**src/rtl/core/kwm_pkg.sv**
```systemverilog
`default_nettype none
// ----------------------------------------------------------------------------
// kwm_pkg
// Types and constants shared by the keyword matcher modules.
// ----------------------------------------------------------------------------
package kwm_pkg;

    localparam int ALPHABET_LETTERS = 52;

    localparam logic [1:0] OP_LOAD = 2'd0;
    localparam logic [1:0] OP_END  = 2'd1;
    localparam logic [1:0] OP_SCAN = 2'd2;

    localparam logic [1:0] ST_OK      = 2'd0;
    localparam logic [1:0] ST_BADBYTE = 2'd1;
    localparam logic [1:0] ST_FULL    = 2'd2;

    localparam logic MODE_TRIE = 1'b0;
    localparam logic MODE_DEAD = 1'b1;

    localparam logic [7:0] CHAR_LC_A = 8'h61;
    localparam logic [7:0] CHAR_LC_Z = 8'h7a;
    localparam logic [7:0] CHAR_UC_A = 8'h41;
    localparam logic [7:0] CHAR_UC_Z = 8'h5a;
    localparam logic [7:0] CHAR_SPC  = 8'h20;
    localparam logic [5:0] UC_OFFSET = 6'd26;

    typedef struct packed {
        logic [1:0] opcode;
        logic [7:0] char_code;
        logic       last_char;
    } t_in;

    typedef struct packed {
        logic [1:0] status;
        logic       match_found;
        logic [7:0] keyword_node;
    } t_out;

    typedef enum logic [1:0] {
        S_CLEAR,
        S_IDLE,
        S_EXEC,
        S_CLOSE
    } t_state;

    typedef struct packed {
        logic clr;
        logic accept;
        logic exec;
        logic close;
    } t_cmd;

    typedef struct packed {
        logic clr_last;
        logic out_free;
        logic need_close;
    } t_sts;

endpackage
`default_nettype wire

```
**src/rtl/core/kwm_ctrl.sv**
```systemverilog
`default_nettype none
// ----------------------------------------------------------------------------
// kwm_ctrl
// Sequencer: table clearing sweep, accept, execute and closing-space steps.
// ----------------------------------------------------------------------------
module kwm_ctrl (
    input  wire logic         i_clk,
    input  wire logic         i_rst_n,
    input  wire logic         i_in_valid,
    output logic              o_in_ready,
    input  wire kwm_pkg::t_sts i_sts,
    output kwm_pkg::t_cmd     o_cmd
);
    import kwm_pkg::*;

    t_state r_state;
    t_state n_state;

    always_ff @(posedge i_clk) begin
        if (!i_rst_n) begin
            r_state <= S_CLEAR;
        end else begin
            r_state <= n_state;
        end
    end

    always_comb begin
        n_state    = r_state;
        o_cmd      = '0;
        o_in_ready = 1'b0;
        unique case (r_state)
            S_CLEAR: begin
                o_cmd.clr = 1'b1;
                if (i_sts.clr_last) begin
                    n_state = S_IDLE;
                end
            end
            S_IDLE: begin
                o_in_ready = 1'b1;
                if (i_in_valid) begin
                    o_cmd.accept = 1'b1;
                    n_state      = S_EXEC;
                end
            end
            S_EXEC: begin
                if (i_sts.out_free) begin
                    o_cmd.exec = 1'b1;
                    n_state    = i_sts.need_close ? S_CLOSE : S_IDLE;
                end
            end
            S_CLOSE: begin
                if (i_sts.out_free) begin
                    o_cmd.close = 1'b1;
                    n_state     = S_IDLE;
                end
            end
            default: begin
                n_state = S_CLEAR;
            end
        endcase
    end

endmodule
`default_nettype wire

```
**config.mk**
```make
export PLATFORM = sky130hd
export DESIGN_NAME = kwm_ctrl
export DESIGN_NICKNAME = d
export VERILOG_FILES = /design/src/rtl/core/kwm_pkg.sv /design/src/rtl/core/kwm_ctrl.sv
export SDC_FILE = /design/constraint.sdc
export NUM_CORES = 1
export LEC_CHECK = 0
export BUFFER_PORTS_ARGS = -buffer_cell sky130_fd_sc_hd__buf_2
export CAP_MARGIN = 5
export CELL_PAD_IN_SITES_DETAIL_PLACEMENT = 0
export CELL_PAD_IN_SITES_GLOBAL_PLACEMENT = 1
export CORE_AREA = 2 2 39 41
export CTS_CLUSTER_SIZE = 30
export DETAILED_ROUTE_END_ITERATION = 8
export DIE_AREA = 0 0 41 43
export GPL_TIMING_DRIVEN = 0
export PLACE_DENSITY_LB_ADDON = 0.1
export SLEW_MARGIN = 40
export SYNTH_ARGS = -nofsm -noshare
export SYNTH_HDL_FRONTEND = slang
export SYNTH_SLANG_ARGS = --single-unit
```
**constraint.sdc**
```tcl
create_clock -name i_clk -period 2.4 [get_ports i_clk]
set_input_delay 0 -clock i_clk [delete_from_list [all_inputs] [get_ports i_clk]]
set_output_delay 0 -clock i_clk [all_outputs]
set_load 0.02 [all_outputs]
```
==> results of run 1 <==
## synth_stat cells
| master | count |
|---|---|
| sky130_fd_sc_hd__a21o_2 | 1 |
| sky130_fd_sc_hd__ha_1 | 5 |
| sky130_fd_sc_hd__nand2b_1 | 2 |
| sky130_fd_sc_hd__and2_1 | 2 |
| sky130_fd_sc_hd__and2_2 | 1 |
| sky130_fd_sc_hd__inv_1 | 3 |
| sky130_fd_sc_hd__o221ai_2 | 1 |
| sky130_fd_sc_hd__dfxtp_1 | 2 |
| sky130_fd_sc_hd__nand2_1 | 2 |
| sky130_fd_sc_hd__mux2i_1 | 2 |
| sky130_fd_sc_hd__nand3_1 | 1 |
| sky130_fd_sc_hd__nor2_1 | 1 |
## power by group
group / switching [mW] / internal [mW] / total [mW]
Sequential: 0.0127 / 0.0428 / 0.0554
Clock: 0.0182 / 0.0551 / 0.0732
Combinational: 0.0763 / 0.0596 / 0.136
Total: 0.107 / 0.157 / 0.265
## how the worst max path moves through the flow
stage | endpoint | slack (ns) | cells after the start
3_5_place_dp | r_state[1] | 1.11 | 5
4_1_cts | o_cmd[1] | 1.07 | 4
3_3_place_gp | r_state[1] | 1.13 | 5
2_1_floorplan | r_state[0] | 1.19 | 5
5_1_grt | o_cmd[1] | 1.02 | 4
6_report | o_cmd[1] | 1.10 | 4
## worst register-to-register path: cells and delay by family (launching register included)
family | cells | cell delay [ns]
AO/OA/AOI/OAI | 1 | 0.14
adder cells (fa/ha/maj) | 1 | 0.24
buffers and inverters | 1 | 0.09
flip-flops | 1 | 0.40
multiplexers | 1 | 0.14
AND/OR/NAND/NOR | 1 | 0.13
## cell families (layout without fill, tap and decap cells)
logic type | Yosys count | in the layout | synth area share [%]
simple gates | 9 | 9 | 23.63
fa+ha+maj | 5 | 5 | 30.30
buf+inv | 3 | 16 | 5.454
compound gates | 2 | 2 | 11.51
mux | 2 | 2 | 9.697
flops | 2 | 2 | 19.39
## final cells by class
class,instances,area share [%]
sequential,2,13.39
multi-input combinational,18,51.88
inverter,3,3.766
tap,16,6.695
timing repair buffer,10,16.74
clock buffer,3,7.531
## stage by stage
step | std cells | power [mW]
after floorplan | 23 | 0.1578
after global placement | 49 | 0.1956
after detailed placement | 49 | 0.1963
after CTS | 52 | 0.2736
after global routing | 52 | 0.2886
final | 52 | 0.2645
## per-layer routing
metal | vias up | track usage (%) | wire [µm]
met3 | 0 | 4.712 | 54
met5 | - | 0 | 0
met2 | 12 | 7.813 | 187
met1 | 84 | 8.280 | 213
met4 | 0 | 4.000 | 0
li1 | 100 | - | -
==> results, run 1 <==
- The share of synthesized area occupied by flip-flops and latches is 19.39%.
- The most critical setup path has its startpoint at r_state[0].
- The register clock-pin slew on the reported worst setup and hold paths is 0.03 ns.
- The area growth from synthesis to layout is 44.85%.
- The flow ran to the end, and the final reports show no timing, DRC or antenna violations.
- The number of antenna violations at the first check in global routing is 0.
- Pin placement for this block handled 11 I/O pins.
- The endpoint kind of the worst setup timing path is an output port.
- The CTS tree is built.
- The library cells used most frequently in the layout, excluding fill and tap cells, are sky130_fd_sc_hd__buf_2 (10), sky130_fd_sc_hd__ha_1 (5), sky130_fd_sc_hd__inv_1 (3), sky130_fd_sc_hd__clkbuf_4 (3).
- The largest single stage delay on the critical path is 0.40 ns.
- The final antenna-violating net count is 0.
- Counting instances, the worst hold path has a depth of 3.
- The total cell area at the placement stage is 276.5 µm².
- The chip width is 41 µm.
- The cell sitting at the root of the clock tree is a sky130_fd_sc_hd__clkbuf_4.
- For the worst setup path, the data arrival time is 1.30 ns.
- The number of buffer and inverter instances along the worst setup path is 2.
- The H-tree depth is 1.
- The max capacitance violation total is 0.
- The worst-path cell with the longest stage delay is sky130_fd_sc_hd__dfxtp_1.
- The floorplan core area is 1384 µm².
- The distinct cell type count after synthesis is 12.
- The headroom to the max-slew limit is 84.31%.
- Setup repair after global routing left no endpoint under its margin.
- Dividing the synthesized area by the synthesized cell count gives 8.976 µm².
- The tightest min-delay check is of the input pin to flop type.
- The final critical delay including setup and external delays is 1.305 ns.
- Summing every instance area after synthesis gives 206.4 µm².
- The critical path goes through inv_1, ha_1, and2_2, buf_2.
- The number of flip-flops under the largest register name is 2.
- The number of nets in the layout is 49.
- The port buffer count is 10.
- The flip-flop and latch count after synthesis is 2.
- The post-route fraction of the period consumed by the critical path is 54.37%.
- The largest driver fanout on the critical path is 5.
- The final worst slack is 1.095 ns.
- For the pin with the worst max-slew slack, the measured transition is 0.2353 ns.
- After detailed routing, the number of remaining DRC violations is 0.
- The post-detailed-route via-to-cell ratio is 3.769.
- Once the clock tree was built, the setup fixing pass inserted 0 buffers.
- For flop-to-flop paths, the worst setup slack is 1.14 ns.
- The startpoint identified for the worst hold timing path is i_rst_n.
- For this run the aggregate overflow at the end of global routing stands at 0.
- The maximum buffer depth of the clock tree is 2.
- The synthesized instance count is 23.
- The worst register-to-register path ends at r_state[1].
- The first-pass detailed-route iteration total is 2.
- For the worst flop-to-flop path, the logic depth is 5.
- Once detailed placement completed, the half-perimeter wirelength came to 396.3 µm.
- The fraction of final layout cells sized beyond drive strength 1 is 44.44%.
- For this block, the routed nets add up to 455 µm of wire.
- The worst IR drop on VDD is 0.2777 mV.
- The path with the worst hold slack has its endpoint at r_state[0].
- The post-synthesis net count is 34.
- Data on the critical path is required at its endpoint by 2.40 ns.
- The startpoint of the lowest-slack register-to-register path is r_state[0].
- The TritonCTS buffer count is 3.
- The final instance area is 299.0 µm².
- The initial core utilization is 14.92%.
- In the post-synthesis netlist, the biggest area contributors are sky130_fd_sc_hd__ha_1 (30%), sky130_fd_sc_hd__dfxtp_1 (19%), sky130_fd_sc_hd__mux2i_1 (9.7%).
- The worst-case clock skew is 0.002506 ns.
- The total via count after detailed routing is 196.
- The number of clock sinks seen by CTS is 2.
- sky130_fd_sc_hd__ha_1 takes more of the synthesized area than any other cell.
- The number of fill cells in the layout is 154.
- The setup TNS after final layout is 0 ns.
- Global routing used 6.607% of the available tracks across all layers.
- The number of warnings reported in the yosys synthesis log is 0.
- The number of rows in the core area is 14.
- The library cell used most frequently in the layout, excluding fill and tap cells, is sky130_fd_sc_hd__buf_2.
- The core occupancy in the finished layout is 21.61%.
- The number of setup violations in the final report is 0.
- The kind of critical path is flop to output port.
- In the final layout, the registers with the most flip-flops are r_state: 2 flops.
- The floorplan step set the die height to 43 µm.
- The final count of hold timing violations is 0.
- Routability-driven placement finished with a final weighted congestion of 0.6576.
- The register bank with the most flops is r_state.
- The first-pass GRT wire length is 738 µm.
- The final max-slew violation count is 0.
- The kind of cell with the highest combined delay along the critical path is flip-flops.
- Summed over all cells, the static leakage comes to 0.1572 nW.
- The floorplan step defined a die boundary enclosing 1763 µm².
- In this run, the number of DRC markers left after iteration 0 of detailed routing was 2.
- The number of global-route vias before repair is 192.
- Derived from the worst setup path, the maximum achievable clock frequency is 766.4 MHz.
- The largest net degree at the start of global routing is 6.
- 0 antenna diodes ended up in the layout.
- The source-to-sink clock delay at the later pin of the worst-skew pair is 0.22 ns.
- The fraction of post-synthesis cell area in the top cell type by area is 30.30%.
- The type of origin of the critical path is a flop.
- The number of gates resized after CTS was 0.
- The number of buffers inserted by hold repair at cts is 0.
- The power per cell area is 884.6 nW/µm².
- The worst slack after detailed placement is 1.114 ns.
- Final hold analysis gives a worst-case slack of 0.06311 ns.
- The total area of sequential cells is 40.04 µm².
- Summing all multi-input logic gate instances after layout gives 155.1 µm².
- Dividing the detail-routed wire length by the instance count gives 8.750 µm.
No activity file was read; power rests on OpenSTA's default activity.
==> inputs of run 2 (changes only) <==
clock period = 1.1 ns   (was 2.4 ns; I/O delays follow)
==> results, run 2 (synthesis results as in run 1) <==
- The aggregate global routing overflow is 0 (unchanged).
- The floorplan core area is 1384 µm² (unchanged).
- The timing startpoint of the critical path is r_state[1].
- r_state holds more flip-flops than any other register.
- The number of design rule violations left after detail routing came to 0 (unchanged).
- The worst hold path class is input pin to flop.
- The maximum buffer depth of the clock tree came to 2 (unchanged).
- The worst slack after detailed placement is -0.1219 ns (-1.236 ns).
- The first-pass detailed-route iteration total is 1 (-1).
- The maximum achievable frequency is 900.5 MHz.
- The logic depth of the worst register-to-register path is 5 (unchanged).
- The global-route total usage across every layer is 7.608% (+1.0 points).
- The sum of routed wire length over all layers was 486 µm (+6.8%).
- The height of the chip is 43 µm (unchanged).
- The worst-path cell with the longest stage delay is sky130_fd_sc_hd__dfxtp_4.
- Setup repair after global routing could not meet its margin everywhere.
- The startpoint identified for the worst register-to-register timing path is r_state[1].
- The detailed router's first-iteration violation count came to 0 (-2).
- The largest registers in the layout are r_state: 2 flops.
- The final antenna-violating net count is 0 (unchanged).
- The number of setup violations in the final report was 2 (+2).
- The number of global-route vias before repair is 202 (+5.2%).
- The worst stage delay on the critical path was 0.37 ns (-0.03 ns).
- The final reports fail on negative setup slack.
- The final weighted congestion in routability-driven placement is 0.6132 (-6.8%).
- The setup TNS after final layout came to -0.01873 ns (-0.01873 ns).
- The final max-slew violation count is 0 (unchanged).
- The post-detailed-route via-to-cell ratio is 3.792 (+0.62%).
- The final worst slack was -0.01050 ns (-1.106 ns).
- The leakage power summed over all cells is 0.1756 nW (+12%).
- The worst IR drop on VDD is 0.7204 mV (+160%).
- The wire length per cell after detailed routing is 9.170 µm (+4.8%).
- The overall power consumption is 786.4 µW (+200%).
- The reg2reg setup slack was -0.01 ns (-1.15 ns).
- The TritonCTS buffer count was 3 (unchanged).
- The initial core utilization is 14.92% (unchanged).
- The library cells used most frequently in the layout, excluding fill and tap cells, are sky130_fd_sc_hd__buf_2 (6), sky130_fd_sc_hd__ha_4 (4), sky130_fd_sc_hd__clkbuf_4 (3), sky130_fd_sc_hd__buf_6 (3).
- The endpoint of the worst setup timing path is r_state[0].
- The port buffer count is 10 (unchanged).
- The flow ran to the end, but the final reports show violations.
- In the finished design, the share of the clock period the worst path needs comes to 101.0%.
- The capturing point of the worst reg2reg path is r_state[0].
- The final critical delay including setup and external delays is 1.111 ns.
- The first-pass GRT wire length came to 779 µm (+5.6%).
- The transition time of the tightest slew-check pin is 0.2035 ns (-0.03174 ns).
- The largest net degree at the start of global routing is 6 (unchanged).
- The root cell of the clock tree is sky130_fd_sc_hd__clkbuf_4.
- The largest driver fanout on the critical path is 4 (-1).
- The data arrival at the endpoint of the critical path is 1.26 ns (-0.04 ns).
- The required time of the critical path was 1.25 ns (-1.15 ns).
- The area growth from synthesis to layout is 103.0%.
- The library cell used most frequently in the layout, excluding fill and tap cells, is sky130_fd_sc_hd__buf_2.
- The max capacitance violation total came to 0 (unchanged).
- The antenna cell count came to 0 (unchanged).
- The worst-case clock skew came to 0.002745 ns (+0.0002388 ns).
- The type of origin of the critical path is a flop.
- The source-to-sink clock delay at the later pin of the worst-skew pair was 0.23 ns (about the same).
- The number of setup buffers added after CTS is 0 (unchanged).
- The half-perimeter wire length after detailed placement is 385.3 µm (-2.8%).
- The fraction of final layout cells sized beyond drive strength 1 was 78.38% (+34 points).
- The number of antenna violations at the first check in global routing came to 0 (unchanged).
- The final cell count without fillers is 53 (+1.9%).
- STA classifies the critical path endpoint as a flop.
- The total via count after detailed routing is 201 (+2.6%).
- The power per cell area came to 1876 nW/µm² (+110%).
- Walking the worst path, the cells encountered are inv_4, ha_4, inv_2, o221ai_4, mux2i_1.
- The placed instance count is 49 (unchanged).
- The number of rows in the core area was 14 (unchanged).
- The register clock-pin slew on the reported worst setup and hold paths is 0.03 ns (about the same).
- The number of flip-flops under the largest register name is 2 (unchanged).
- The CTS tree is built.
- The H-tree depth is 1 (unchanged).
- The number of nets in the layout came to 49 (unchanged).
- The number of fill cells in the layout came to 155 (+0.65%).
- The top-level I/O count was 11 (unchanged).
- The headroom to the max-slew limit is 86.43% (+2.1 points).
- The die area was 1763 µm² (unchanged).
- The chip width was 41 µm (unchanged).
- The launch instance of the worst min-delay path is i_rst_n.
- The kind of critical path is flop to flop.
- The number of clock sinks seen by CTS is 2 (unchanged).
- The final count of hold timing violations is 0 (unchanged).
- The post-route worst hold slack came to 0.05562 ns (-0.007497 ns).
[run 2: cell types whose count changed in the layout (fill, tap and decap cells not counted), moves of 3 or more]
cell / before / now
sky130_fd_sc_hd__ha_1: 5 / 0
sky130_fd_sc_hd__buf_2: 10 / 6
sky130_fd_sc_hd__buf_6: 0 / 3
sky130_fd_sc_hd__ha_4: 0 / 4
sky130_fd_sc_hd__inv_1: 3 / 0
[run 2: power breakdown]
part / switching, mW / internal [mW] / leakage, nW
clock network: 0.0502 / 0.135 / 0.0150
logic: 0.213 / 0.224 / 0.143
registers: 0.0603 / 0.104 / 0.0178
[run 2: cell type report]
cell class,instances,area (µm²),share of cell area [%]
Timing Repair Buffer,10,71.32,17.01
Sequential cell,2,47.55,11.34
Clock buffer,4,26.28,6.269
Inverter,3,16.27,3.881
Tap cell,16,20.02,4.776
Multi-Input combinational cell,18,237.7,56.72
[run 2: per-layer routing]
layer	part of all wire, %	wire length, µm	vias up	GRT usage (%)
met4	2.5	12	0	10.00
met2	47	226	10	10.63
met5	0	0	-	0
met1	44	212	84	6.688
li1	-	-	105	-
met3	7.2	35	2	3.141
[run 2: worst min-delay path by stage]
| stage | endpoint | slack, ns | depth (start not counted) |
|---|---|---|---|
| 2_1_floorplan | r_state[0] | 0.14 | 2 |
| 3_3_place_gp | r_state[0] | 0.30 | 3 |
| 3_5_place_dp | r_state[1] | 0.30 | 3 |
| 4_1_cts | r_state[1] | 0.05 | 3 |
| 5_1_grt | r_state[0] | 0.06 | 3 |
| 6_report | r_state[1] | 0.06 | 3 |
[run 2: stage by stage]
step	cell area [µm²]	utilization, %
after detailed placement	297.8	21.52
final	419.2	30.29
after floorplan	227.7	-
after global routing	419.2	30.29
after global placement	297.8	21.52
after CTS	386.6	27.94
[run 2: timing repair]
item	4_1_cts	5_1_grt
gates resized for setup	16	8
endpoints found under the setup margin	4	5
endpoints found under the hold margin	0	0
pin swaps	3	4
hold buffers	0	0
[run 2: critical path, delay by kind of cell (launching register included)]
| kind | cells | cell delay, ns |
|---|---|---|
| mux | 1 | 0.22 |
| compound gates | 1 | 0.19 |
| fa+ha+maj | 1 | 0.13 |
| flops | 1 | 0.37 |
| buf+inv | 2 | 0.12 |
==> inputs of run 3 (changes only) <==
ABC_AREA = 1   (was not set)
==> results, run 3 <==
- The flow ran to the end, and the final reports show no timing, DRC or antenna violations.
- The area growth from synthesis to layout is 73.02%.
- The required time of the critical path is 1.21 ns (-0.04 ns).
- The flip-flop and latch count after synthesis is 2 (unchanged).
- The fraction of synthesis flops using an asynchronous set or reset pin came to 0% (unchanged).
- The number of buffers inserted by hold repair at cts came to 0 (unchanged).
- The clock share of power came to 14.6% (-9.0 points).
- The number of rows in the core area is 14 (unchanged).
- The final cell count without fillers is 66 (+25%).
- The worst IR drop on VDD was 1.276 mV (+77%).
- The fraction of power spent switching nets came to 48.07% (+7.0 points).
- The final antenna-violating net count is 0 (unchanged).
- The CTS tree is built.
- The post-synthesis net count was 48 (+41%).
- The fraction of post-synthesis cell area in the top cell type by area is 26.46% (-3.8 points).
- The initial core utilization is 17.09% (+2.2 points).
- The final count of hold timing violations is 0 (unchanged).
- The global-route total usage across every layer is 6.494% (-1.1 points).
- The first-pass detailed-route iteration total came to 4 (+3).
- The maximum buffer depth of the clock tree came to 2 (unchanged).
- The largest net degree at the start of global routing was 6 (unchanged).
- The fraction of final layout cells sized beyond drive strength 1 is 64.00% (-14 points).
- The count of flip-flops with a built-in enable after synthesis was 0 (unchanged).
- The first-pass GRT wire length came to 759 µm (-2.6%).
- The endpoint kind of the worst setup timing path is a flop.
- The total via count after detailed routing is 241 (+20%).
- Ranked by total cell area, the synthesized netlist is headed by sky130_fd_sc_hd__ha_1 (26%), sky130_fd_sc_hd__dfxtp_1 (17%), sky130_fd_sc_hd__inv_1 (14%).
- The number of antenna violations at the first check in global routing is 0 (unchanged).
- The source-to-sink clock delay at the later pin of the worst-skew pair is 0.22 ns (about the same).
- The chip width was 41 µm (unchanged).
- The number of buffer and inverter instances along the worst setup path is 2 (unchanged).
- The number of warnings reported in the yosys synthesis log was 0 (unchanged).
- The worst hold path class is input pin to flop.
- The number of global-route vias before repair is 208 (+3.0%).
- The total area of sequential cells was 47.55 µm² (unchanged).
- The half-perimeter wire length after detailed placement came to 415.1 µm (+7.7%).
- The maximum achievable frequency is 925.4 MHz (+2.8%).
- The share of total power in combinational logic is 65.5% (+10 points).
- The final max-slew violation count is 0 (unchanged).
- The number of flip-flops under the largest register name is 2 (unchanged).
- The port buffer count is 10 (unchanged).
- The largest registers in the layout are r_state: 2 flops.
- The root cell of the clock tree is sky130_fd_sc_hd__clkbuf_4.
- The aggregate global routing overflow is 0 (unchanged).
- The data arrival at the endpoint of the critical path is 1.19 ns (-0.07 ns).
- The internal portion of total power is 566.2 µW (+22%).
- The critical path in this run is classified as flop to flop.
- The worst slack after detailed placement is -0.1162 ns (+0.005721 ns).
- The number of fill cells in the layout is 160 (+3.2%).
- The power per cell area was 2665 nW/µm² (+42%).
- The multi-input logic area is 226.5 µm² (-4.7%).
- Traced cell by cell, the critical path runs through inv_4, ha_4, nand2_4, nand2_2, inv_2, nand3_1, nand2_1, nor2_1.
- The register bank with the most flops is r_state.
- The headroom to the max-slew limit is 91.55% (+5.1 points).
- The sum of routed wire length over all layers is 505 µm (+3.9%).
- The floorplan core area is 1384 µm² (unchanged).
- Setup repair after global routing could not meet its margin everywhere.
- The post-route fraction of the period consumed by the critical path was 98.24% (-2.7 points).
- The TritonCTS buffer count is 3 (unchanged).
- The most instantiated flip-flop cell in the synthesis netlist is sky130_fd_sc_hd__dfxtp_1.
- The average cell area after synthesis is 6.391 µm² (-29%).
- The number of setup buffers added after CTS is 0 (unchanged).
- The synthesized instance count is 37 (+61%).
- The total cell area at the placement stage came to 335.3 µm² (+13%).
- The final weighted congestion in routability-driven placement was 0.6787 (+11%).
- The antenna cell count came to 0 (unchanged).
- The largest driver fanout on the critical path is 5 (+1).
- The max capacitance violation total is 0 (unchanged).
- The final worst slack is 0.01934 ns (+0.02984 ns).
- The worst-case clock skew was 0.002279 ns (-0.0004659 ns).
- The top-level I/O count was 11 (unchanged).
- The type of origin of the critical path is a flop.
- The number of design rule violations left after detail routing is 0 (unchanged).
- The power share of the sequential group came to 20.0% (-0.9 points).
- The summed instance area of the synthesized netlist is 236.5 µm² (+15%).
- The number of nets in the layout is 63 (+29%).
- sky130_fd_sc_hd__inv_1 is the most common cell in the netlist.
- The cell family with the largest share of critical-path delay is flip-flops.
- The die area came to 1763 µm² (unchanged).
- The register clock-pin slew on the reported worst setup and hold paths is 0.03 ns (about the same).
- The distinct cell type count after synthesis is 10 (-2).
- The number of clock sinks seen by CTS came to 2 (unchanged).
- The transition time of the tightest slew-check pin is 0.1263 ns (-0.07729 ns).
- The worst stage delay on the critical path came to 0.40 ns (+0.03 ns).
- The number of setup violations in the final report is 0 (-2).
- On the critical path, the stage with the largest delay is an instance of sky130_fd_sc_hd__dfxtp_4.
- The share of synthesized area occupied by flip-flops and latches came to 16.93% (-2.5 points).
- The detailed router's first-iteration violation count is 5 (+5).
- The leakage power summed over all cells is 0.2141 nW (+22%).
- The height of the chip is 43 µm (unchanged).
- The setup TNS after final layout is 0 ns (+0.01873 ns).
- sky130_fd_sc_hd__ha_1 takes more of the synthesized area than any other cell.
- By count the netlist is led by sky130_fd_sc_hd__inv_1 (9), sky130_fd_sc_hd__nand2_1 (8), sky130_fd_sc_hd__nor2_1 (6).
- The library cells used most frequently in the layout, excluding fill and tap cells, are sky130_fd_sc_hd__buf_2 (9), sky130_fd_sc_hd__nor2_1 (6), sky130_fd_sc_hd__nand2_1 (5), sky130_fd_sc_hd__inv_1 (5), sky130_fd_sc_hd__nand2_2 (5).
- The wire length per cell after detailed routing is 7.652 µm (-17%).
- The post-detailed-route via-to-cell ratio was 3.652 (-3.7%).
- The switching power total was 524.1 µW (+62%).
- The final instance area is 409.1 µm² (-2.4%).
- The placed instance count came to 63 (+29%).
- The final critical delay including setup and external delays came to 1.081 ns (-0.02984 ns).
- The leading cell type in the layout, fill and taps excluded is sky130_fd_sc_hd__buf_2.
- The H-tree depth is 1 (unchanged).
-- run 3: cell types whose count changed after synthesis, moves of 2 or more --
cell / previous run / this run
sky130_fd_sc_hd__nand2_1: 2 / 8
sky130_fd_sc_hd__and2_1: 2 / 0
sky130_fd_sc_hd__nor2_1: 1 / 6
sky130_fd_sc_hd__mux2i_1: 2 / 0
sky130_fd_sc_hd__nand2b_1: 2 / 0
sky130_fd_sc_hd__nand2_2: 0 / 2
sky130_fd_sc_hd__inv_1: 3 / 9
-- run 3: cell families (layout without fill, tap and decap cells) --
kind of cell / after synthesis / after routing / share of synthesized area, %
AO/OA/AOI/OAI: 1 / 1 / 3.176
buffers and inverters: 9 / 22 / 14.28
AND/OR/NAND/NOR: 20 / 20 / 39.15
adder cells (fa/ha/maj): 5 / 5 / 26.46
flip-flops: 2 / 2 / 16.93
-- run 3: worst min-delay path, cell delays in order --
cell	delay [ns]
sky130_fd_sc_hd__buf_2	0.10
sky130_fd_sc_hd__nand2_1	0.05
sky130_fd_sc_hd__nor2_1	0.03
-- run 3: cell type report --
| type | count | area share, % |
|---|---|---|
| tap | 16 | 4.893 |
| multi-input combinational | 26 | 55.35 |
| timing repair buffer | 10 | 13.76 |
| inverter | 9 | 8.869 |
| clock buffer | 3 | 5.505 |
| sequential | 2 | 11.62 |
-- run 3: power groups by stage --
stage	clock, mW	combinational, mW	sequential (mW)
6_report	0.159	0.714	0.218
5_1_grt	0.180	0.798	0.228
4_1_cts	0.168	0.685	0.219
3_5_place_dp	0	0.637	0.175
3_3_place_gp	0	0.640	0.176
2_1_floorplan	0	0.538	0.159
-- run 3: path summary, 6_finish.rpt --
path | start | end | slack [ns] | cells past startpoint
setup / recovery | r_state[0] | r_state[1] | 0.02 | 8
hold / removal | i_rst_n | r_state[0] | 0.005 | 3
setup reg to reg | r_state[0] | r_state[1] | 0.02 | 8
hold reg to reg | r_state[1] | r_state[1] | 0.54 | 2
-- run 3: routing by layer --
metal | vias to the layer above | global-route usage (%) | share of wire (%)
li1 | 134 | - | -
met1 | 99 | 7.278 | 47
met2 | 8 | 9.375 | 44
met3 | 0 | 3.141 | 8.9
met4 | 0 | 4.000 | 0
met5 | - | 0 | 0
-- run 3: through the flow --
stage | hold WS [ns] | total power, mW | utilization, %
final | 0.005387 | 1.090 | 29.57
after global routing | 0.004386 | 1.206 | 29.57
after CTS | 0.0009833 | 1.072 | 28.30
after detailed placement | 0.2464 | 0.8123 | 24.23
after global placement | 0.2408 | 0.8164 | 24.23
after floorplan | 0.1133 | 0.6969 | -
-- run 3: what timing repair did --
action | in CTS | in global routing
pin swaps | 4 | 6
resized for setup | 9 | 8
cloned | 0 | 0
endpoints found under the setup margin | 4 | 5
